--- src/design/wssc_pkg.sv ---
`timescale 1ns / 1ps
`default_nettype none
package wssc_pkg;

  localparam int CORDIC_ITERATIONS_DEF = 16;
  localparam int HALF_PI_Q16 = 102944;
  localparam logic [29:0] INV_GAIN_Q30 = 30'd652032875;
  localparam int SHIFT_W = 6;

  localparam logic [31:0] ATAN_Q30 [32] = '{
    32'h3243F6A8, 32'h1DAC6705, 32'h0FADBAFC, 32'h07F56EA6, 32'h03FEAB76, 32'h01FFD55B,
    32'h00FFFAAA, 32'h007FFF55, 32'h003FFFEA, 32'h001FFFFD, 32'h000FFFFF, 32'h0007FFFF,
    32'h0003FFFF, 32'h0001FFFF, 32'h0000FFFF, 32'h00007FFF, 32'h00003FFF, 32'h00001FFF,
    32'h00000FFF, 32'h000007FF, 32'h000003FF, 32'h000001FF, 32'h000000FF, 32'h0000007F,
    32'h0000003F, 32'h0000001F, 32'h0000000F, 32'h00000008, 32'h00000004, 32'h00000002,
    32'h00000001, 32'h00000000
  };

  typedef struct packed {
    logic signed [31:0] center_x;
    logic signed [31:0] center_y;
    logic signed [31:0] wheel_x;
    logic signed [31:0] wheel_y;
    logic signed [31:0] target_rate;
  } in_word_t;

  typedef struct packed {
    logic signed [17:0] steer_angle;
    logic               reverse_dir;
    logic signed [31:0] wheel_speed;
    logic               speed_saturated;
    logic               degenerate;
  } out_word_t;

  // sideband that travels with each word down the pipe
  typedef struct packed {
    logic signed [31:0]   rate;
    logic [SHIFT_W-1:0]   norm_shift;
    logic                 reverse;
    logic                 degen;
    logic                 vx_zero;
    logic                 vy_pos;
  } side_t;

  typedef struct packed {
    logic signed [63:0] x;
    logic signed [63:0] y;
    logic signed [31:0] z;
  } vec_t;

endpackage
`default_nettype wire

--- src/design/wssc_cordic_stage.sv ---
`timescale 1ns / 1ps
`default_nettype none
module wssc_cordic_stage #(
  parameter int ITER = 0
) (
  input  wire logic             clk,
  input  wire logic             rst_n,
  input  wire logic             in_vld,
  input  wire wssc_pkg::vec_t   in_vec,
  input  wire wssc_pkg::side_t  in_side,
  output logic                  out_vld,
  output wssc_pkg::vec_t        out_vec,
  output wssc_pkg::side_t       out_side
);

  logic              vld_r;
  wssc_pkg::vec_t    vec_r, vec_nxt;
  wssc_pkg::side_t   side_r;
  logic signed [63:0] xs, ys;

  always_comb begin
    xs = in_vec.x >>> ITER;
    ys = in_vec.y >>> ITER;
    // rotate toward the x axis
    if (!in_vec.y[63]) begin
      vec_nxt.x = in_vec.x + ys;
      vec_nxt.y = in_vec.y - xs;
      vec_nxt.z = in_vec.z + $signed(wssc_pkg::ATAN_Q30[ITER]);
    end else begin
      vec_nxt.x = in_vec.x - ys;
      vec_nxt.y = in_vec.y + xs;
      vec_nxt.z = in_vec.z - $signed(wssc_pkg::ATAN_Q30[ITER]);
    end
  end

  always_ff @(posedge clk) begin
    if (!rst_n) begin
      vld_r <= 1'b0;
    end else begin
      vld_r <= in_vld;
    end
  end

  always_ff @(posedge clk) begin
    vec_r  <= vec_nxt;
    side_r <= in_side;
  end

  assign out_vld  = vld_r;
  assign out_vec  = vec_r;
  assign out_side = side_r;

endmodule
`default_nettype wire

--- config.mk ---
export PLATFORM = sky130hd
export DESIGN_NAME = wssc_cordic_stage
export DESIGN_NICKNAME = d
export VERILOG_FILES = /design/src/design/wssc_pkg.sv /design/src/design/wssc_cordic_stage.sv
export SDC_FILE = /design/constraint.sdc
export NUM_CORES = 1
export LEC_CHECK = 0
export BUFFER_PORTS_ARGS = -buffer_cell sky130_fd_sc_hd__buf_2
export CORE_ASPECT_RATIO = 1.75
export CORE_MARGIN = 2
export CORE_UTILIZATION = 55
export CTS_CLUSTER_DIAMETER = 80
export DETAILED_ROUTE_END_ITERATION = 8
export HOLD_SLACK_MARGIN = 0.05
export PLACE_DENSITY = 0.93
export SYNTH_ARGS = -nofsm -noshare
export SYNTH_HDL_FRONTEND = slang
export SYNTH_SLANG_ARGS = --single-unit
--- constraint.sdc ---
create_clock -name clk -period 7.71 [get_ports clk]
set_clock_uncertainty 0.05 [all_clocks]
set_input_delay 0.771 -clock clk [delete_from_list [all_inputs] [get_ports clk]]
set_output_delay 0.771 -clock clk [all_outputs]
set_load 0.02 [all_outputs]
# Yosys cells after proc, flatten, opt, wreduce, memory -nomap -nowiden
# Cells that the tools add are included.
# W data, S select, Z words.
[totals]
in_bits = 205
wordCells = 16
output_inout_bits = 203
regBits = 203
[classes]
muxes = 1
add_sub_neg = 5
[op_table]
columns = ["op", "n"]
rows = [
  ["$mux W160", 1],
  ["$sub A64 B64 Y64", 2],
  ["$add A64 B64 Y64", 1],
  ["$add A32 B31 Y32 const B", 1],
  ["$sub A32 B31 Y32 const B", 1],
]

# Logic depth before layout (Yosys ltp)
[logic_depth]
depth_word = 2
depth_mapped = 14

# Worst setup path before layout
# No wires, ideal clock.
[synth_timing]
path_kind = "input port to flip-flop"
from = "in in_vec[95] in the netlist's numbering"
to = "reg vec_r (netlist bit out_vec[31])"
t_arrival_ns = 4.013
path_slack_ns = 3.524
cell_stages = 14
path_buffers = 2
path_cell_list = "inv_1 -> clkbuf_1 -> clkbuf_1 -> ha_1 -> nor2b_1 -> o21ai_1 -> a21boi_1 -> o22ai_1 -> or4_1 -> a31oi_1 -> o31a_1 -> a2111oi_1 -> o31ai_1 -> xnor2_1"
[synth_rtl]
columns = ["element", "line", "text"]
rows = [
  ["start: declaration", "wssc_cordic_stage.sv:9", "input wire wssc_pkg::vec_t in_vec,"],
  ["end signal: assignment", "wssc_cordic_stage.sv:45", "vec_r <= vec_nxt;"],
  ["end: declaration", "wssc_cordic_stage.sv:17", "wssc_pkg::vec_t vec_r, vec_nxt;"],
]

==> flow_metrics.env <==
export IMPL_place_area_um2=20200
export IMPL_critPathKind="input port to register"
export IMPL_yosysTopAreaCell="dfxtp_1"
export IMPL_powerDensity_nw_per_um2=209
export IMPL_syn2layout_area_growth_pct=16.3
export IMPL_finalCriticalPeriod_ns=5.20
export IMPL_ys_top_cells_by_area="dfxtp_1, ha_1, a21oi_1, xnor2_1, o21ai_0"
export IMPL_peakVddDrop_mv=0.184
export IMPL_synth_area_per_cell_um2=7.58
export IMPL_synth_seq_cells=202
export IMPL_yosysWarnings=0
export IMPL_cts_inserted_buffers=21
export IMPL_slew_headroom_pct=2.56
export IMPL_fin_cells=3135
export IMPL_grt_overflow=0
export IMPL_timing_critical_path_to="out_vec[31]$_DFF_P_"
export IMPL_slew_viol_final=0
export IMPL_fmax_mhz=192
export IMPL_power_leakage_uw=0.00979
export IMPL_cts_root_buffer="clkbuf_16"
export IMPL_worstPathArrival_ns=5.57
export IMPL_hold_viol=0
export IMPL_antenna_found_initial=20
export IMPL_switching_power_uw=1870
export IMPL_dr_total_vias=20600
export IMPL_hold_buffers=0
export IMPL_postRouteAntennaNets=0
export IMPL_cp_end_kind="register"
export IMPL_vias_per_cell=6.56
export IMPL_grt_util_all_layers_pct=45.9
export IMPL_place_gp_congestion=1.11
export IMPL_synth_edf_count=0
export IMPL_outcome="completed"
export IMPL_p_seq_share_pct=30.6
export IMPL_clk_pin_slew_ns=0.08
export IMPL_design_area_um2=20900
export IMPL_hp_class="input port to register"
export IMPL_clkPwrFrac_pct=25.7
export IMPL_grt_pass1_vias=20400
export IMPL_syn_num_nets=2818
export IMPL_ios=408
export IMPL_synth_cell_area_um2=18000
export IMPL_synth_cell_types=94
export IMPL_synth_commonest_cells="a21oi_1, ha_1, dfxtp_1, inv_1, nor2_1"
export IMPL_wl_um=81400
export IMPL_clockBufferDepth=3
export IMPL_p_comb_share_pct=43.7
export IMPL_seq_area_frac_synth_pct=22.5
export IMPL_fin_crit_sh_pct=67.5
export IMPL_initial_core_util_pct=55.9
export IMPL_switching_share_pct=42.6
export IMPL_postCtsSetupRepairBufs=0
export IMPL_dieHeight_um=243
export IMPL_tightest_slew_ns=1.45
export IMPL_grt_max_degree=83
export IMPL_cts_sinks=202
export IMPL_cp_max_fo=80
export IMPL_setup_ws_ns=2.51
export IMPL_synthCells=2376
export IMPL_finalSetupViolCount=0
export IMPL_numPortBuffers=407
export IMPL_synth_most_common_cell="a21oi_1"
export IMPL_synth_top_area_share_pct=22.5
export IMPL_startpoint="in_vec[95]"
export IMPL_core_um2=32200
export IMPL_critPathRequiredTime_ns=8.08
export IMPL_rows=87
export IMPL_htree_levels=1
export IMPL_grt_pass1_wl_um=120000
export IMPL_pre_cts_ws_ns=2.30
export IMPL_die_w_um=141
export IMPL_firstDrtPassIters=6
export IMPL_setup_tns_final_ns=0
export IMPL_synth_async_sr_flop_share_pct=0
export IMPL_wl_per_cell_um=26.0
export IMPL_finalPower_uw=4380
export IMPL_dpl_cell_count=3088
export IMPL_maxCapViolCount=0
export IMPL_ys_flop_type="dfxtp_1"
export IMPL_intPower_uw=2510
export IMPL_dieArea_um2=34300
export IMPL_cts_resized=0
export IMPL_start_kind="input port"
export IMPL_nets=3153
export IMPL_cts_tree="built"
export IMPL_drive_above_1_share_pct=18.4
export IMPL_drt_iter0_drc=1903
export IMPL_rsz0062_at_grt="no"
export IMPL_detailed_place_hpwl_um=63900
export IMPL_drc_errors=0
## cells by family after synthesis
logic type | share of synthesized area (%)
flip-flops | 22.5
multiplexers | 1.23
AND/OR/NAND/NOR | 15.8
buffers and inverters | 6.74
AO/OA/AOI/OAI | 29.8
XOR/XNOR | 7.25
adder cells (fa/ha/maj) | 16.6
## power by group through the flow
stage	registers, uW	logic, uW	clock network [uW]
after floorplan	1600	897	0
after global placement	1350	1810	0
after detailed placement	1350	1830	0
after CTS	1330	1840	1130
after global routing	1350	2010	1170
final	1340	1920	1130
## sequential cells by signal (all words and copies together), names as in the netlist
name,flops
out_side,42
out_vld,1
out_vec,159
## layout by cell type, fill, tap and decap left out, drive strengths merged, types with 8 or more instances in the layout
master / instances
xnor2: 135
nand4: 47
nor4: 25
xor2: 14
clkbuf: 26
o221ai: 8
dfxtp: 202
a2111oi: 8
o31ai: 27
buf: 412
ha: 233
nand2: 138
o21bai: 74
a31oi: 12
a21o: 49
and3: 9
diode: 11
a211oi: 27
or3: 11
a21oi: 344
clkinv: 10
inv: 211
o211ai: 12
or2: 22
nor2b: 22
a21boi: 10
mux2i: 21
a31o: 9
nor2: 176
nand2b: 18
nand3: 36
nor3: 56
o21ai: 176
o21a: 21
## per-layer routing
layer	up-vias	routed length (um)	GRT usage, %
met1	9313	24800	42.8
met3	607	7760	12.6
met2	1486	38100	78.0
met5	-	80	0
li1	9137	-	-
met4	14	10700	46.9
## worst max-delay path, stage by stage
cell       delay [ns]
buf_4            0.63
clkinv_2         0.86
ha_1             0.53
or4_1            0.56
o22ai_1          0.38
or4_1            0.20
a31oi_1          0.14
o31a_1           0.34
a2111oi_1        0.64
o31ai_1          0.22
xnor2_1          0.16
## worst min path at each step
stage / cells past startpoint / slack, ns / from / end
after global placement: 1 / 0.83 / in_side[8] / out_side[8]$_DFF_P_
after global routing: 1 / 0.26 / in_side[6] / out_side[6]$_DFF_P_
after CTS: 1 / 0.27 / in_side[5] / out_side[5]$_DFF_P_
final: 1 / 0.26 / in_side[5] / out_side[5]$_DFF_P_
after detailed placement: 1 / 0.83 / in_side[36] / out_side[36]$_DFF_P_
after floorplan: 0 / 0.75 / in_side[0] / out_side[0]$_DFF_P_
## metrics by stage
stage / utilization (%) / hold slack, ns
4_1_cts: 64.9 / 0.266
3_5_place_dp: 62.6 / 0.825
5_1_grt: 64.9 / 0.264
6_report: 65.0 / 0.262
2_1_floorplan: - / 0.749
3_3_place_gp: 62.6 / 0.826
## final cells by class
class                   count  area [um^2]
multi-input cells        1860        12700
fillers                  2807        11300
flip-flops and latches    202         4040
repair buffers            412         2080
inverters                 214          805
clock buffers              26          584
well taps                 400          500
clock inverters            10          148
diodes                     11         27.5
No activity file was read; power rests on OpenSTA's default activity.
