### src/design/wssc_pkg.sv
`timescale 1ns / 1ps
`default_nettype none
package wssc_pkg;

  localparam int CORDIC_ITERATIONS_DEF = 16;
  localparam int HALF_PI_Q16 = 102944;
  localparam logic [29:0] INV_GAIN_Q30 = 30'd652032875;
  localparam int SHIFT_W = 6;

  localparam logic [31:0] ATAN_Q30 [32] = '{
    32'h3243F6A8, 32'h1DAC6705, 32'h0FADBAFC, 32'h07F56EA6, 32'h03FEAB76, 32'h01FFD55B,
    32'h00FFFAAA, 32'h007FFF55, 32'h003FFFEA, 32'h001FFFFD, 32'h000FFFFF, 32'h0007FFFF,
    32'h0003FFFF, 32'h0001FFFF, 32'h0000FFFF, 32'h00007FFF, 32'h00003FFF, 32'h00001FFF,
    32'h00000FFF, 32'h000007FF, 32'h000003FF, 32'h000001FF, 32'h000000FF, 32'h0000007F,
    32'h0000003F, 32'h0000001F, 32'h0000000F, 32'h00000008, 32'h00000004, 32'h00000002,
    32'h00000001, 32'h00000000
  };

  typedef struct packed {
    logic signed [31:0] center_x;
    logic signed [31:0] center_y;
    logic signed [31:0] wheel_x;
    logic signed [31:0] wheel_y;
    logic signed [31:0] target_rate;
  } in_word_t;

  typedef struct packed {
    logic signed [17:0] steer_angle;
    logic               reverse_dir;
    logic signed [31:0] wheel_speed;
    logic               speed_saturated;
    logic               degenerate;
  } out_word_t;

  // sideband that travels with each word down the pipe
  typedef struct packed {
    logic signed [31:0]   rate;
    logic [SHIFT_W-1:0]   norm_shift;
    logic                 reverse;
    logic                 degen;
    logic                 vx_zero;
    logic                 vy_pos;
  } side_t;

  typedef struct packed {
    logic signed [63:0] x;
    logic signed [63:0] y;
    logic signed [31:0] z;
  } vec_t;

endpackage
`default_nettype wire

### src/design/wssc_front.sv
`timescale 1ns / 1ps
`default_nettype none
module wssc_front (
  input  wire logic              clk,
  input  wire logic              rst_n,
  input  wire logic              in_vld,
  input  wire wssc_pkg::in_word_t in_word,
  output logic                   out_vld,
  output wssc_pkg::vec_t         out_vec,
  output wssc_pkg::side_t        out_side
);

  // stage A: differences, quarter turn and fold to the right half plane
  logic                  a_vld_r;
  logic signed [33:0]    a_x_r, a_y_r;
  wssc_pkg::side_t       a_side_r;
  logic signed [33:0]    dx, dy, vx, vy;
  wssc_pkg::side_t       a_side_nxt;
  logic signed [33:0]    a_x_nxt, a_y_nxt;

  always_comb begin
    dx = 34'(in_word.wheel_x) - 34'(in_word.center_x);
    dy = 34'(in_word.wheel_y) - 34'(in_word.center_y);
    vx = -dy;
    vy = dx;
    a_side_nxt            = '0;
    a_side_nxt.rate       = in_word.target_rate;
    a_side_nxt.reverse    = vx < 0;
    a_side_nxt.degen      = (vx == 0) && (vy == 0);
    a_side_nxt.vx_zero    = vx == 0;
    a_side_nxt.vy_pos     = vy > 0;
    a_x_nxt = (vx < 0) ? -vx : vx;
    a_y_nxt = (vx < 0) ? -vy : vy;
  end

  // stage B: leading-one position of max magnitude
  logic                  b_vld_r;
  logic signed [33:0]    b_x_r, b_y_r;
  wssc_pkg::side_t       b_side_r;
  wssc_pkg::side_t       b_side_nxt;
  logic [33:0]           mag;
  logic [wssc_pkg::SHIFT_W-1:0] s_nxt;

  always_comb begin
    mag = a_x_r | (a_y_r[33] ? 34'(-a_y_r) : a_y_r);
    s_nxt = '0;
    for (int i = 0; i < 34; i++) begin
      if (mag[i]) begin
        s_nxt = wssc_pkg::SHIFT_W'(60 - i);
      end
    end
    b_side_nxt            = a_side_r;
    b_side_nxt.norm_shift = s_nxt;
  end

  // stage C: normalizing shift
  logic                  c_vld_r;
  wssc_pkg::vec_t        c_vec_r;
  wssc_pkg::side_t       c_side_r;

  always_ff @(posedge clk) begin
    if (!rst_n) begin
      a_vld_r <= 1'b0;
      b_vld_r <= 1'b0;
      c_vld_r <= 1'b0;
    end else begin
      a_vld_r <= in_vld;
      b_vld_r <= a_vld_r;
      c_vld_r <= b_vld_r;
    end
  end

  always_ff @(posedge clk) begin
    a_x_r    <= a_x_nxt;
    a_y_r    <= a_y_nxt;
    a_side_r <= a_side_nxt;
    b_x_r    <= a_x_r;
    b_y_r    <= a_y_r;
    b_side_r <= b_side_nxt;
    c_vec_r.x <= 64'(b_x_r) <<< b_side_r.norm_shift;
    c_vec_r.y <= 64'(b_y_r) <<< b_side_r.norm_shift;
    c_vec_r.z <= '0;
    c_side_r  <= b_side_r;
  end

  assign out_vld  = c_vld_r;
  assign out_vec  = c_vec_r;
  assign out_side = c_side_r;

endmodule
`default_nettype wire

### config.mk
export PLATFORM = sky130hd
export DESIGN_NAME = wssc_front
export DESIGN_NICKNAME = d
export VERILOG_FILES = /design/src/design/wssc_pkg.sv /design/src/design/wssc_front.sv
export SDC_FILE = /design/constraint.sdc
export NUM_CORES = 1
export LEC_CHECK = 0
export BUFFER_PORTS_ARGS = -buffer_cell sky130_fd_sc_hd__clkbuf_2
export CORE_MARGIN = 3
export CORE_UTILIZATION = 45
export CTS_CLUSTER_DIAMETER = 80
export DETAILED_ROUTE_END_ITERATION = 7
export PLACE_DENSITY = 0.69
export SLEW_MARGIN = 20
export SYNTH_ARGS = -nofsm -noshare
export SYNTH_HDL_FRONTEND = slang
export SYNTH_SLANG_ARGS = --single-unit
### constraint.sdc
create_clock -name clk -period 5.9 [get_ports clk]
set_clock_uncertainty 0.05 [all_clocks]
set_input_delay 1.77 -clock clk [delete_from_list [all_inputs] [get_ports clk]]
set_output_delay 1.77 -clock clk [all_outputs]
set_load 0.02 [all_outputs]
**Word level (Yosys, flattened, before mapping)**

Cells that the tools add are included.

- Logic and storage cells: 78
- Output and inout bits: 203
- Bits in registers: 387

- $lt $le $gt $ge: 2
- Reductions and logical operators: 4
- Add/subtract/negate cells: 6
- Shifts and indexed selects: 2
- Multiplexer cells: 36
- Bitwise logic cells: 1

Operators by type and width:

| operator | number |
|---|---|
| two-way mux 6 bit | 29 |
| <<< shifter 34 x 6 -> 64 bit | 2 |
| two-way mux 34 bit | 3 |
| logical NOT 34 bit | 2 |
| negation 33 -> 34 bit | 2 |
| negation 34 bit | 2 |
| subtractor 32 x 32 -> 33 bit | 2 |
| less-than comparator 34 x 1 -> 1 bit, second input constant | 1 |
| bitwise OR 34 bit | 1 |
| > comparator 33 x 1 -> 1 bit, second input constant | 1 |
| two-way mux 3 bit | 4 |
| OR reduction 5 bit | 1 |
| logical AND 1 bit | 1 |

**Logic depth before layout (Yosys ltp)**

- Word-level depth: 36
- Depth in mapped cells: 17
- Depth with buffers taken out: 17

**Least setup slack after synthesis**

OpenSTA, ideal clock, no wires.

- Kind: input port to flip-flop
- Start: in in_word[64] (netlist bit)
- End: reg a_y_r[32]
- Buffers on the path: 0
- Path slack: 701 ps
- Stages on the path: 16
- Data arrival time: 5011 ps
- Cell sequence: inv_1 -> ha_1 -> inv_1 -> fa_1 -> a211oi_1 -> o21ai_0 -> a311o_1 -> xnor2_1 -> o21ai_0 -> nor4_1 -> and3_1 -> and3_1 -> and3_1 -> nand3_1 -> ha_1 -> mux2i_1

- Longest elaborated chain between the ends: 3

RTL lines:

| item | RTL line | text |
|---|---|---|
| from (decl) | wssc_front.sv:7 | `input wire wssc_pkg::in_word_t in_word,` |
| subtractor 32 x 32 -> 33 bit * | wssc_front.sv:22 | `dx = 34'(in_word.wheel_x) - 34'(in_word.center_x);` |
| negation 33 -> 34 bit | wssc_front.sv:33 | `a_y_nxt = (vx < 0) ? -vy : vy;` |
| two-way mux 34 bit * | wssc_front.sv:33 |  |
| net a_y_nxt[32] | wssc_front.sv:19 | `logic signed [33:0] a_x_nxt, a_y_nxt;` |
| to (signal assigned) | wssc_front.sv:75 | `a_y_r <= a_y_nxt;` |
| to (decl) | wssc_front.sv:15 | `logic signed [33:0] a_x_r, a_y_r;` |

The timed path passes the listed nets; every way through them passes the cells marked *.
A chain may end at the register's enable or synchronous reset.

**Final worst setup path**

Ends and elaborated chain as after synthesis.

==> results.py <==
metrics = {
    "pwr": {
        "p_switching_mw": 3.607,
        "peakVddDrop_mv": 0.2734,
        "power_frac_comb": 0.371,
        "p_leak_nw": 10.26,
        "powerDensity_nw_per_um2": 418.9,
        "clkPwrFrac": 0.238,
        "p_sw_frac": 0.3732,
        "p_seq_frac": 0.391,
        "p_int_mw": 6.058,
    },
    "clock_network": {
        "cts_resized": 0,
        "clockBufferDepth": 3,
        "h-tree-depth": 2,
        "ctsRootBufferMaster": "clkbuf_16",
        "cts_sinks": 387,
        "cts_tree": "built",
        "hold_buffers": 0,
        "cts_made_buffers": 36,
        "cts_setup_buffers": 0,
        "clk_pin_slew_worst_paths_ns": 0.06,
        "clk_latency_ns": 0.52,
    },
    "worst_setup_path": {
        "start_kind": "input port",
        "r2r_start": "a_y_r[10]",
        "crit_path_start": "in_word[64]",
        "path_class": "input port to flop",
        "crit_fanout": 7,
        "critPathCaptureType": "flop",
        "critPathArrivalTime_ns": 5.58,
        "worstPathRequired_ns": 6.24,
    },
    "global_route": {
        "grt.total_usage": 0.2216,
        "overflow": 0,
        "grt_pass1_wl_microns": 86110,
        "grt_pass1_vias": 16010,
        "grt_max_degree": 108,
        "grt_antenna_before_repair": 0,
    },
    "yosys": {
        "synth_top_area_cell": "dfxtp_1",
        "yosysTopAreaCellShare": 0.3885,
        "yosys_most_used_dff": "dfxtp_1",
        "seq_area_frac_synth": 0.3885,
        "synth_area_sq_um": 19940,
        "async_reset_ff_frac": 0,
        "ys_seq_elements": 387,
        "ys_warn_count": 0,
        "synth_cell_types": 104,
        "synthTopCellsByArea": "dfxtp_1 39%, nor2_1 4.6%, ha_1 4.3%, mux2i_1 4.1%, mux4_2 4.1%",
        "synth_edf_count": 0,
        "synth.avg_cell_area_sq_um": 8.765,
        "synthCells": 2275,
    },
    "sta": {
        "tns_ns": 0,
        "min_period_over_period": 0.8883,
        "finalHoldViolations": 0,
        "worstMarginPinSlew_ns": 1.003,
        "period_needed_ns": 5.241,
        "slew_headroom": 0.3314,
        "setup-violations-final": 0,
        "grt_setup_unrepaired": "no",
        "setup_slack_ns": 0.6590,
        "max_freq_ghz": 0.1908,
        "slew_viol_final": 0,
    },
    "routing": {
        "totalWireLength_microns": 53580,
        "route.detailed.drc": 0,
        "drt_iter0_markers": 1056,
        "wire_per_inst_microns": 17.01,
        "antenna_left": 0,
        "routed_via_density": 5.339,
        "num_vias": 16810,
        "dr.pass1.iters": 6,
    },
    "min_path": {
        "hp-start": "a_side_r[26]",
        "hold_class": "flop to flop",
    },
    "placement": {
        "placed_cell_area_sq_um": 21890,
        "place_ws_ns": 0.1630,
        "place_congestion": 0.9614,
        "portBuffers": 333,
        "dp_hpwl_microns": 42920,
    },
    "final_layout": {
        "nets": 2778,
        "mostFrequentLayoutCell": "dfxtp_1",
        "drive_above_1_share": 0.2020,
        "syn_to_final_growth_pct": 15.72,
        "fin_area_sq_um": 23080,
        "antennaDiodeCount": 0,
        "layout_common_cells": "381 x dfxtp_1, 333 x clkbuf_2, 243 x nor2_1",
    },
    "floorplan": {
        "start_util": 0.4589,
        "fp.dieW_microns": 216.5,
        "fp.dieArea_sq_um": 46870,
        "core_sq_um": 43460,
        "rows": 76,
        "die_h_microns": 216.5,
        "pin_count": 366,
    },
    "run": {
        "cap_violations": 0,
    },
    "status": {
        "status": "complete, no violations",
    },
}
[flip-flops by register name, indices dropped and copies added, names as in the netlist]
name / count
a_vld_r: 1
b_side_r: 42
b_x_r: 34
out_vec: 128
out_side: 42
a_x_r: 34
a_side_r: 36
out_vld: 1
b_vld_r: 1
a_y_r: 34
b_y_r: 34
[layer usage]
metal / up-vias / track usage / share of wire
met5: - / 0 / 0
met1: 7688 / 0.3151 / 0.48
met4: 0 / 0.06807 / 0.028
met3: 79 / 0.02370 / 0.047
li1: 8526 / - / -
met2: 521 / 0.3554 / 0.45
[per-stage QoR]
step	util	total power [mW]	hold WS, ns	cells
finish	0.5310	9.666	0.2715	3149
global route	0.5310	10.25	0.2768	3149
CTS	0.5310	9.700	0.2692	3149
detailed placement	0.5037	7.372	0.2621	3091
global placement	0.5037	7.313	0.2599	3091
floorplan	-	6.196	0.2596	2307
[synthesized netlist by cell type, types with 18 or more instances]
library cell,number
dfxtp_1,387
a31oi_1,41
inv_1,101
buf_1,23
a211oi_1,37
clkbuf_1,89
xor2_1,44
o31ai_1,21
mux2i_1,81
a21oi_1,159
o22ai_1,35
mux2_2,27
ha_1,69
and2_1,18
nor2_1,243
mux4_2,36
o21a_1,20
xnor2_1,83
nor2b_1,38
buf_4,32
a21o_1,27
nand2b_1,33
nor3_1,44
o21ai_0,112
nand2_1,206
nand3_1,27
[worst paths after layout]
path | end | slack (ns) | cells after the start
min | b_side_r[26] | 0.27 | 0
max | a_y_r[32] | 0.66 | 16
max reg2reg | b_side_r[9] | 2.28 | 11
min reg2reg | b_side_r[26] | 0.27 | 0
[power groups by stage]
stage / clock network, mW / logic, mW / registers, mW
floorplan: 0 / 2.29 / 3.91
global placement: 0 / 3.50 / 3.81
detailed placement: 0 / 3.54 / 3.83
CTS: 2.36 / 3.57 / 3.77
global route: 2.47 / 3.91 / 3.86
finish: 2.30 / 3.59 / 3.78
[worst max-delay path, stage by stage]
cell and delay (ns):
clkbuf_2 0.08, inv_1 0.05, ha_1 0.17, inv_1 0.06, fa_1 0.42, a211oi_1 0.32, o21ai_0 0.28, a311oi_2 0.39
a211oi_2 0.19, a21bo_2 0.25, o41a_1 0.41, or3_1 0.40, a211oi_1 0.28, nand3_1 0.16, ha_1 0.30, mux2i_1 0.06
[cell type report]
cell class	instances	area [sq um]
Fill cell	4102	20380
Timing Repair Buffer	348	1779
Multi-Input combinational cell	1667	11220
Inverter	104	390.4
Sequential cell	387	7765
Tap cell	585	732.0
Clock buffer	48	1047
Clock inverter	10	137.6
[kinds of logic (layout without fill, tap and decap cells)]
| group | after synthesis | count (layout) | share of synthesized area |
|---|---|---|---|
| compound gates | 567 | 567 | 0.1851 |
| flops | 387 | 387 | 0.3885 |
| mux | 144 | 144 | 0.09657 |
| other cells | 1 | 33 | 0.0001881 |
| xor+xnor | 128 | 128 | 0.05660 |
| fa+ha+maj | 71 | 71 | 0.04530 |
| simple gates | 724 | 724 | 0.1731 |
| buf+inv | 253 | 510 | 0.05459 |
No activity file was read; power rests on OpenSTA's default activity.
