[src/design/wssc_pkg.sv]
`timescale 1ns / 1ps
`default_nettype none
package wssc_pkg;

  localparam int CORDIC_ITERATIONS_DEF = 16;
  localparam int HALF_PI_Q16 = 102944;
  localparam logic [29:0] INV_GAIN_Q30 = 30'd652032875;
  localparam int SHIFT_W = 6;

  localparam logic [31:0] ATAN_Q30 [32] = '{
    32'h3243F6A8, 32'h1DAC6705, 32'h0FADBAFC, 32'h07F56EA6, 32'h03FEAB76, 32'h01FFD55B,
    32'h00FFFAAA, 32'h007FFF55, 32'h003FFFEA, 32'h001FFFFD, 32'h000FFFFF, 32'h0007FFFF,
    32'h0003FFFF, 32'h0001FFFF, 32'h0000FFFF, 32'h00007FFF, 32'h00003FFF, 32'h00001FFF,
    32'h00000FFF, 32'h000007FF, 32'h000003FF, 32'h000001FF, 32'h000000FF, 32'h0000007F,
    32'h0000003F, 32'h0000001F, 32'h0000000F, 32'h00000008, 32'h00000004, 32'h00000002,
    32'h00000001, 32'h00000000
  };

  typedef struct packed {
    logic signed [31:0] center_x;
    logic signed [31:0] center_y;
    logic signed [31:0] wheel_x;
    logic signed [31:0] wheel_y;
    logic signed [31:0] target_rate;
  } in_word_t;

  typedef struct packed {
    logic signed [17:0] steer_angle;
    logic               reverse_dir;
    logic signed [31:0] wheel_speed;
    logic               speed_saturated;
    logic               degenerate;
  } out_word_t;

  // sideband that travels with each word down the pipe
  typedef struct packed {
    logic signed [31:0]   rate;
    logic [SHIFT_W-1:0]   norm_shift;
    logic                 reverse;
    logic                 degen;
    logic                 vx_zero;
    logic                 vy_pos;
  } side_t;

  typedef struct packed {
    logic signed [63:0] x;
    logic signed [63:0] y;
    logic signed [31:0] z;
  } vec_t;

endpackage
`default_nettype wire

[src/design/wssc_post.sv]
`timescale 1ns / 1ps
`default_nettype none
module wssc_post (
  input  wire logic             clk,
  input  wire logic             rst_n,
  input  wire logic             in_vld,
  input  wire wssc_pkg::vec_t   in_vec,
  input  wire wssc_pkg::side_t  in_side,
  output logic                  out_vld,
  output wssc_pkg::out_word_t   out_word
);

  localparam logic signed [17:0] HALF_PI = 18'(wssc_pkg::HALF_PI_Q16);

  // stage A: gain correction, angle rounding and clamp
  logic               a_vld_r;
  logic [31:0]        a_r_r;
  logic signed [17:0] a_angle_r, a_angle_nxt;
  wssc_pkg::side_t    a_side_r;
  logic [61:0]        gain_prod;
  logic signed [31:0] z_rnd;

  always_comb begin
    gain_prod = 62'(in_vec.x[62:31]) * 62'(wssc_pkg::INV_GAIN_Q30);
    z_rnd = in_vec.z + 32'sd8192;
    a_angle_nxt = 18'(z_rnd >>> 14);
    if (in_side.vx_zero) begin
      a_angle_nxt = in_side.vy_pos ? HALF_PI : -HALF_PI;
    end else if (a_angle_nxt > HALF_PI) begin
      a_angle_nxt = HALF_PI;
    end else if (a_angle_nxt < -HALF_PI) begin
      a_angle_nxt = -HALF_PI;
    end
  end

  // stage B: radius times rate magnitude
  logic               b_vld_r;
  logic [63:0]        b_prod_r;
  logic signed [17:0] b_angle_r;
  wssc_pkg::side_t    b_side_r;
  logic [31:0]        rate_abs;

  assign rate_abs = a_side_r.rate[31] ? 32'(-a_side_r.rate) : 32'(a_side_r.rate);

  // stage C: denormalize with rounding, saturate, sign
  logic                  c_vld_r;
  wssc_pkg::out_word_t   c_word_r, c_word_nxt;
  logic [wssc_pkg::SHIFT_W-1:0] sh;
  logic [64:0]           mag;
  logic [64:0]           limit;

  // shift is at least 28 for 33-bit differences, so the scale is a right shift
  always_comb begin
    sh = b_side_r.norm_shift - wssc_pkg::SHIFT_W'(16);
    mag = (65'(b_prod_r >> sh) + 65'd1) >> 1;
    limit = b_side_r.rate[31] ? 65'h080000000 : 65'h07FFFFFFF;
    c_word_nxt = '0;
    c_word_nxt.steer_angle = b_angle_r;
    c_word_nxt.reverse_dir = b_side_r.reverse;
    if (mag > limit) begin
      mag = limit;
      c_word_nxt.speed_saturated = 1'b1;
    end
    c_word_nxt.wheel_speed = b_side_r.rate[31] ? -32'(mag) : 32'(mag);
    if (b_side_r.degen) begin
      c_word_nxt = '0;
      c_word_nxt.degenerate = 1'b1;
    end
  end

  always_ff @(posedge clk) begin
    if (!rst_n) begin
      a_vld_r <= 1'b0;
      b_vld_r <= 1'b0;
      c_vld_r <= 1'b0;
    end else begin
      a_vld_r <= in_vld;
      b_vld_r <= a_vld_r;
      c_vld_r <= b_vld_r;
    end
  end

  always_ff @(posedge clk) begin
    a_r_r     <= gain_prod[61:30];
    a_angle_r <= a_angle_nxt;
    a_side_r  <= in_side;
    b_prod_r  <= 64'(a_r_r) * 64'(rate_abs);
    b_angle_r <= a_angle_r;
    b_side_r  <= a_side_r;
    c_word_r  <= c_word_nxt;
  end

  assign out_vld  = c_vld_r;
  assign out_word = c_word_r;

endmodule
`default_nettype wire

[config.mk]
export PLATFORM = sky130hd
export DESIGN_NAME = wssc_post
export DESIGN_NICKNAME = d
export VERILOG_FILES = /design/src/design/wssc_pkg.sv /design/src/design/wssc_post.sv
export SDC_FILE = /design/constraint.sdc
export NUM_CORES = 2
export LEC_CHECK = 0
export ABC_AREA = 1
export BUFFER_PORTS_ARGS = -buffer_cell sky130_fd_sc_hd__buf_2
export CAP_MARGIN = 20
export CORE_MARGIN = 1.5
export CORE_UTILIZATION = 25
export CTS_BUF_LIST = sky130_fd_sc_hd__clkbuf_2 sky130_fd_sc_hd__clkbuf_4 sky130_fd_sc_hd__clkbuf_8
export CTS_CLUSTER_DIAMETER = 200
export DETAILED_ROUTE_END_ITERATION = 6
export HOLD_SLACK_MARGIN = 0.1
export PLACE_DENSITY = 0.38
export SETUP_SLACK_MARGIN = 0.05
export SLEW_MARGIN = 20
export SYNTH_ARGS = -nofsm -noshare
export SYNTH_HDL_FRONTEND = slang
export SYNTH_SLANG_ARGS = --single-unit
[constraint.sdc]
create_clock -name clk -period 11 [get_ports clk]
set_input_delay 0.55 -clock clk [delete_from_list [all_inputs] [get_ports clk]]
set_output_delay 0.55 -clock clk [all_outputs]
set_load 0.03 [all_outputs]
# Word-level counts from Yosys, hierarchy flattened
# Index checks and enable logic that the tools add are counted.
word_totals:
  ram_bits: 0
  mem_count: 0
  latch_bits: 0
  in_bits: 205
  register_bits: 268
  mem_bits_ro: 0
classes:
  reduce_logical: 0
  n_eq_ne: 0
  shift: 1
  div_mod_pow: 0
  addsub: 5
  mul: 2
  n_lt_le_gt_ge: 3
  n_bitwise: 0
  mux: 10
ops:
  columns: ["op", "n"]
  rows:
  - ["32-bit two-way mux", 4]
  - ["18-bit two-way mux", 4]
  - ["65-bit by 1-bit adder with 65-bit output (second input constant)", 1]
  - ["64-bit by 6-bit >> shifter with 65-bit output", 1]
  - ["64-bit by 32-bit greater-than comparator with 1-bit output", 1]
  - ["32-bit by 32-bit multiplier with 64-bit output", 1]
  - ["32-bit negator", 2]
  - ["32-bit by 30-bit multiplier with 62-bit output (second input constant)", 1]
  - ["32-bit by 15-bit adder with 32-bit output (second input constant)", 1]
  - ["18-bit greater-than comparator (second input constant)", 1]
  - ["18-bit < comparator (second input constant)", 1]
  - ["6-bit by 5-bit subtractor with 6-bit output (second input constant)", 1]
  - ["1-bit two-way mux", 2]

# Depth between registers and ports, before layout
depth:
  word_depth: 7
  depth_mapped: 53
  ltp_nobuf: 49

# Least setup slack after synthesis
# Ideal clock, no wire load.
synth_timing:
  kind: "register to register"
  startpoint: "reg a_side_r[10] in the netlist's numbering"
  endpoint: "reg b_prod_r[62]"
  slack_ps: 1939
  t_arrival_ps: 8935
  path_stages_with_launch: 44
  period_less_slack_ps: 9061
  setup_time_ps: 127
  n_path_buf: 4
  cell_sequence: "dfxtp_1 > clkbuf_1 > clkbuf_1 > inv_1 > ha_1 > inv_1 > nor3_1 > inv_1 > nor4_1 > nor2_1 > inv_1 > nand2_1 > nand2_1 > clkbuf_1 > clkbuf_1 > nand2_1 > fa_1 > inv_1 > [8 not listed] > inv_1 > fa_1 > inv_1 > ha_1 > a21oi_1 > o21ai_0 > a21oi_1 > inv_1 > a21oi_1 > inv_1 > a21boi_0 > o21ai_0 > a21boi_0 > inv_1 > a31o_2 > a21oi_1 > o21ai_0 > xor2_1"
synth_between:
  elab_chain_cells: 3
synth_lines:
  columns: ["element", "line", "rtl"]
  rows:
  - ["start: declaration", "wssc_post.sv:19", "wssc_pkg::side_t a_side_r;"]
  - ["start signal: assignment", "wssc_post.sv:86", "a_side_r <= in_side;"]
  - ["32-bit negator", "wssc_post.sv:43", "assign rate_abs = a_side_r.rate[31] ? 32'(-a_side_r.rate) : 32'(a_side_r.rate);"]
  - ["32-bit two-way mux *", "wssc_post.sv:43", null]
  - ["32-bit by 32-bit multiplier with 64-bit output *", "wssc_post.sv:87", "b_prod_r <= 64'(a_r_r) * 64'(rate_abs);"]
  - ["end signal: assignment", "wssc_post.sv:87", null]
  - ["end: declaration", "wssc_post.sv:38", "logic [63:0] b_prod_r;"]
# Every way passes the cells marked *; elsewhere a longest branch is shown, timed or not.
# A chain may end at the register's enable or synchronous reset.

# Worst setup path in the final report
layout_timing:
  startpoint: "reg a_side_r[10] in the netlist's numbering"
  endpoint: "reg b_prod_r[61]"
# The elaborated chain is that of the path after synthesis.

==> summary.txt <==
Run status
  • Run status: complete, no violations

Floorplan
  • Initial core utilization: 0.252
  • Die footprint: ~270000 sq um
  • Die width: ~520 microns
  • Die H: about 520 microns
  • Core Region: 263000 sq um
  • # IOs: 259
  • # rows: roughly 190

Logic synthesis
  • Post-synthesis instance total: roughly 8300
  • Synth Warn #: 0
  • Post-synthesis mux area share: 0
  • Synth Area in Simple Gates: 0.201
  • Fraction of registers with async set/reset: 0
  • Number of synthesized flops with an enable pin: 0
  • Largest family of logic cells by synthesized area: adder cells
  • XOR/XNOR Fraction of Synth Area: 0.0198
  • FF+latch count, synth: 237
  • Netlist cell types: 61
  • Cell Area, Synth: roughly 66000 sq um
  • Compound-gate portion of the synthesized area: 0.0368
  • Adder-cell area share of the yosys netlist: 0.538
  • Mean Syn Cell Area: 8.02 sq um
  • Syn Nets: ~10000
  • Top_reg_cell synth: dfxtp_1
  • Register area share after synthesis: 0.0715

STA
  • Slew at the pin closest to its max-slew limit: 1120 ps
  • Slew Viols, Final: 0
  • Crit share post-route: 0.936
  • TNS Setup: 0 ps
  • Final min period: between 10000 and 15000 ps
  • RSZ-0062 raised after global routing: false
  • Fmax: slightly below 0.1 GHz
  • Clk_skew: 55.3 ps
  • Fin. Hold Viols: 0
  • Slew margin rel.: 0.253
  • Final setup viols: 0

Final layout
  • Layout net count: between 10000 and 15000
  • Reg area: ~4800 sq um
  • # fillers: just under 30000
  • Area of the multi-input gates: ~53000 sq um
  • Layout cells sized above 1: 0.0640
  • Layout area overhead: 10.2%

Run
  • Max-Cap Viols: 0

Critical path
  • Slowest Stage Delay on Critical Path: 630 ps
  • Crit path max-delay cell type: fa_1
  • Reg2reg start: a_side_r[10]
  • Worst Path Buf+Inv: 10
  • Most frequent CP cell: nand2_1
  • Worst Setup Path Type: flop to flop
  • Worst setup path startpoint: a_side_r[10]
  • CP Launch Type: flop
  • Worst Path Required: approximately 12000 ps
  • Worst reg2reg setup slack: 710 ps
  • Nature of the critical path endpoint: flop
  • R2r endpoint: b_prod_r[61]
  • Worst path arrival time: approximately 11000 ps
  • Worst reg-to-reg path cell count: between 40 and 50
  • Critical path's top delay family: adder cells
  • Crit Path Max Fanout: 17

Route
  • DR iter-0 viols: 3397
  • DR DRC count: 0
  • Detail Route Antenna Nets: 0
  • WL per Instance: approximately 21 microns
  • Pre-antenna DRT Iters: 6
  • Via-per-instance ratio: between 4 and 5
  • DR vias: 53900
  • Total routed wirelength: roughly 250 mm

Placement
  • Routability Congestion: about 0.93
  • Final HPWL DP: 218 mm
  • IO buf count: between 100 and 150

Clock network
  • Root Buffer: clkbuf_8
  • Max Root-Sink Buffers: 3
  • CTS buffer count: 48
  • TritonCTS clock tree: yes
  • Clk_lat worst skew: between 700 and 800 ps
  • Clock sink count: about 240
  • Clock-pin transition on the worst setup and hold timing paths: roughly 60 ps
  • H-tree Lvls: 2

GRT
  • Vias in the first global route: around 58000
  • GRT Residual Overflow: 0
  • Pin count of the biggest net entering global routing: 68
  • Wire length of the first global-routing pass: 381 mm
  • Initial antenna violation count: 15
  • Total track usage: 0.190

Hold path
  • Worst Hold Endpoint: a_angle_r[9]
  • Worst Hold Class: primary input to flop
  • Min-Delay Path Depth: 4
  • HP Start: in_side[1]
[worst max-delay path by stage]
stage,to,slack (ps),cells after the start
detailed placement,b_prod_r[62],680,41
floorplan,b_prod_r[62],1940,43
finish,b_prod_r[61],710,44
global route,b_prod_r[61],100,44
CTS,b_prod_r[62],570,41
global placement,b_prod_r[62],600,41
[synthesized netlist by cell type (8+ instances only)]
| master | n | area [sq um] |
|---|---|---|
| a21oi_1 | 188 | 941 |
| a31oi_1 | 46 | 288 |
| buf_1 | 13 | 48.8 |
| buf_2 | 39 | 195 |
| buf_4 | 11 | 82.6 |
| buf_6 | 8 | 90.1 |
| clkbuf_1 | 198 | 743 |
| clkinv_1 | 20 | 75.1 |
| dfxtp_1 | 237 | 4740 |
| fa_1 | 1383 | 27700 |
| ha_1 | 639 | 8000 |
| inv_1 | 1971 | 7400 |
| inv_2 | 17 | 63.8 |
| nand2_1 | 1448 | 5440 |
| nand2_2 | 30 | 188 |
| nand3_1 | 612 | 3060 |
| nand3_2 | 28 | 280 |
| nand3b_1 | 10 | 75.1 |
| nand4_1 | 51 | 319 |
| nor2_1 | 856 | 3210 |
| nor2_2 | 33 | 206 |
| nor2_4 | 10 | 113 |
| nor3_1 | 34 | 170 |
| nor4_1 | 11 | 68.8 |
| o211ai_1 | 8 | 60.1 |
| o21a_1 | 9 | 67.6 |
| o21ai_0 | 105 | 526 |
| o21ai_1 | 11 | 55.1 |
| o21bai_1 | 9 | 67.6 |
| or2_2 | 10 | 62.6 |
| xnor2_1 | 50 | 438 |
| xor2_1 | 100 | 876 |
[logic make-up (layout without fill, tap and decap cells)]
group           Yosys count  after routing
xor+xnor                150            150
other cells               0              4
simple gates           3147           3147
buf+inv                2283           2438
flops                   237            237
compound gates          428            428
fa+ha+maj              2022           2022
[metrics by stage]
stage                     instances   util  cell area, sq um  worst slack (ps)  hold WS [ps]
after floorplan                8267      -             66300              1940           310
after global placement        11800  0.271             71300               598           312
after detailed placement      11800  0.271             71300               680           312
after CTS                     11900  0.278             73000               574           101
after global routing          11900  0.278             73000              96.4           136
final                         11900  0.278             73100               707           203
[cells in the final DEF (no fill, tap or decap), drive strengths merged, types with 5 or more instances in the layout]
cell / n
clkbuf: 65
xor2: 100
o21bai: 10
xnor2: 50
ha: 639
a21o: 6
or2: 10
nand2: 1479
o211ai: 8
bufinv: 5
o221ai: 7
a21boi: 8
nand4: 51
o21ai: 117
inv: 1990
a31oi: 46
clkinvlp: 7
buf: 290
nor3: 36
nand3b: 10
dlygate4sd3: 51
fa: 1383
nor2: 902
dfxtp: 237
o31ai: 7
nor4: 11
clkinv: 30
o21a: 9
a21oi: 189
nand3: 642
a211oi: 6
[flip-flops by register name, summed over array words and instances, names as in the netlist]
name and cells:
b_vld_r 1, out_word 53, a_r_r 32, a_angle_r 18, a_side_r 40, b_side_r 9
out_vld 1, b_angle_r 18, a_vld_r 1, b_prod_r 64
[per-layer routing]
metal / up-vias / GRT usage / routed length [microns] / share of wire
li1: 24900 / - / - / -
met1: 27700 / 0.262 / 116000 / 0.46
met2: 1192 / 0.319 / 120000 / 0.47
met3: 161 / 0.0218 / 11800 / 0.046
met4: 2 / 0.0405 / 5490 / 0.022
met5: - / 0.00231 / 82 / 0.00032
[worst reg2reg max path: cells and delay by family, from the launching register on]
kind / cells / cell delay [ps]
compound gates: 7 / 1670
xor+xnor: 1 / 180
fa+ha+maj: 9 / 4410
buf+inv: 10 / 1020
flops: 1 / 330
simple gates: 17 / 2540
[timing repair]
item / in CTS / in global routing
hold buffers: 51 / 0
setup endpoints to repair: 0 / 6
resized for setup: 0 / 6
buffers inserted: 0 / 2
endpoints found under the hold margin: 53 / 0
[layout make-up]
cell class / instances / area share
diodes: 4 / 0.000137
clock buffers: 65 / 0.0117
clock inverters: 22 / 0.00414
inverters: 2010 / 0.103
multi-input cells: 5747 / 0.723
flip-flops and latches: 237 / 0.0651
well taps: 3515 / 0.0602
repair buffers: 341 / 0.0323
Power is left out: the tool's default activity adds up to more than one toggle a clock period on the data nets, which glitch-free logic cannot reach.
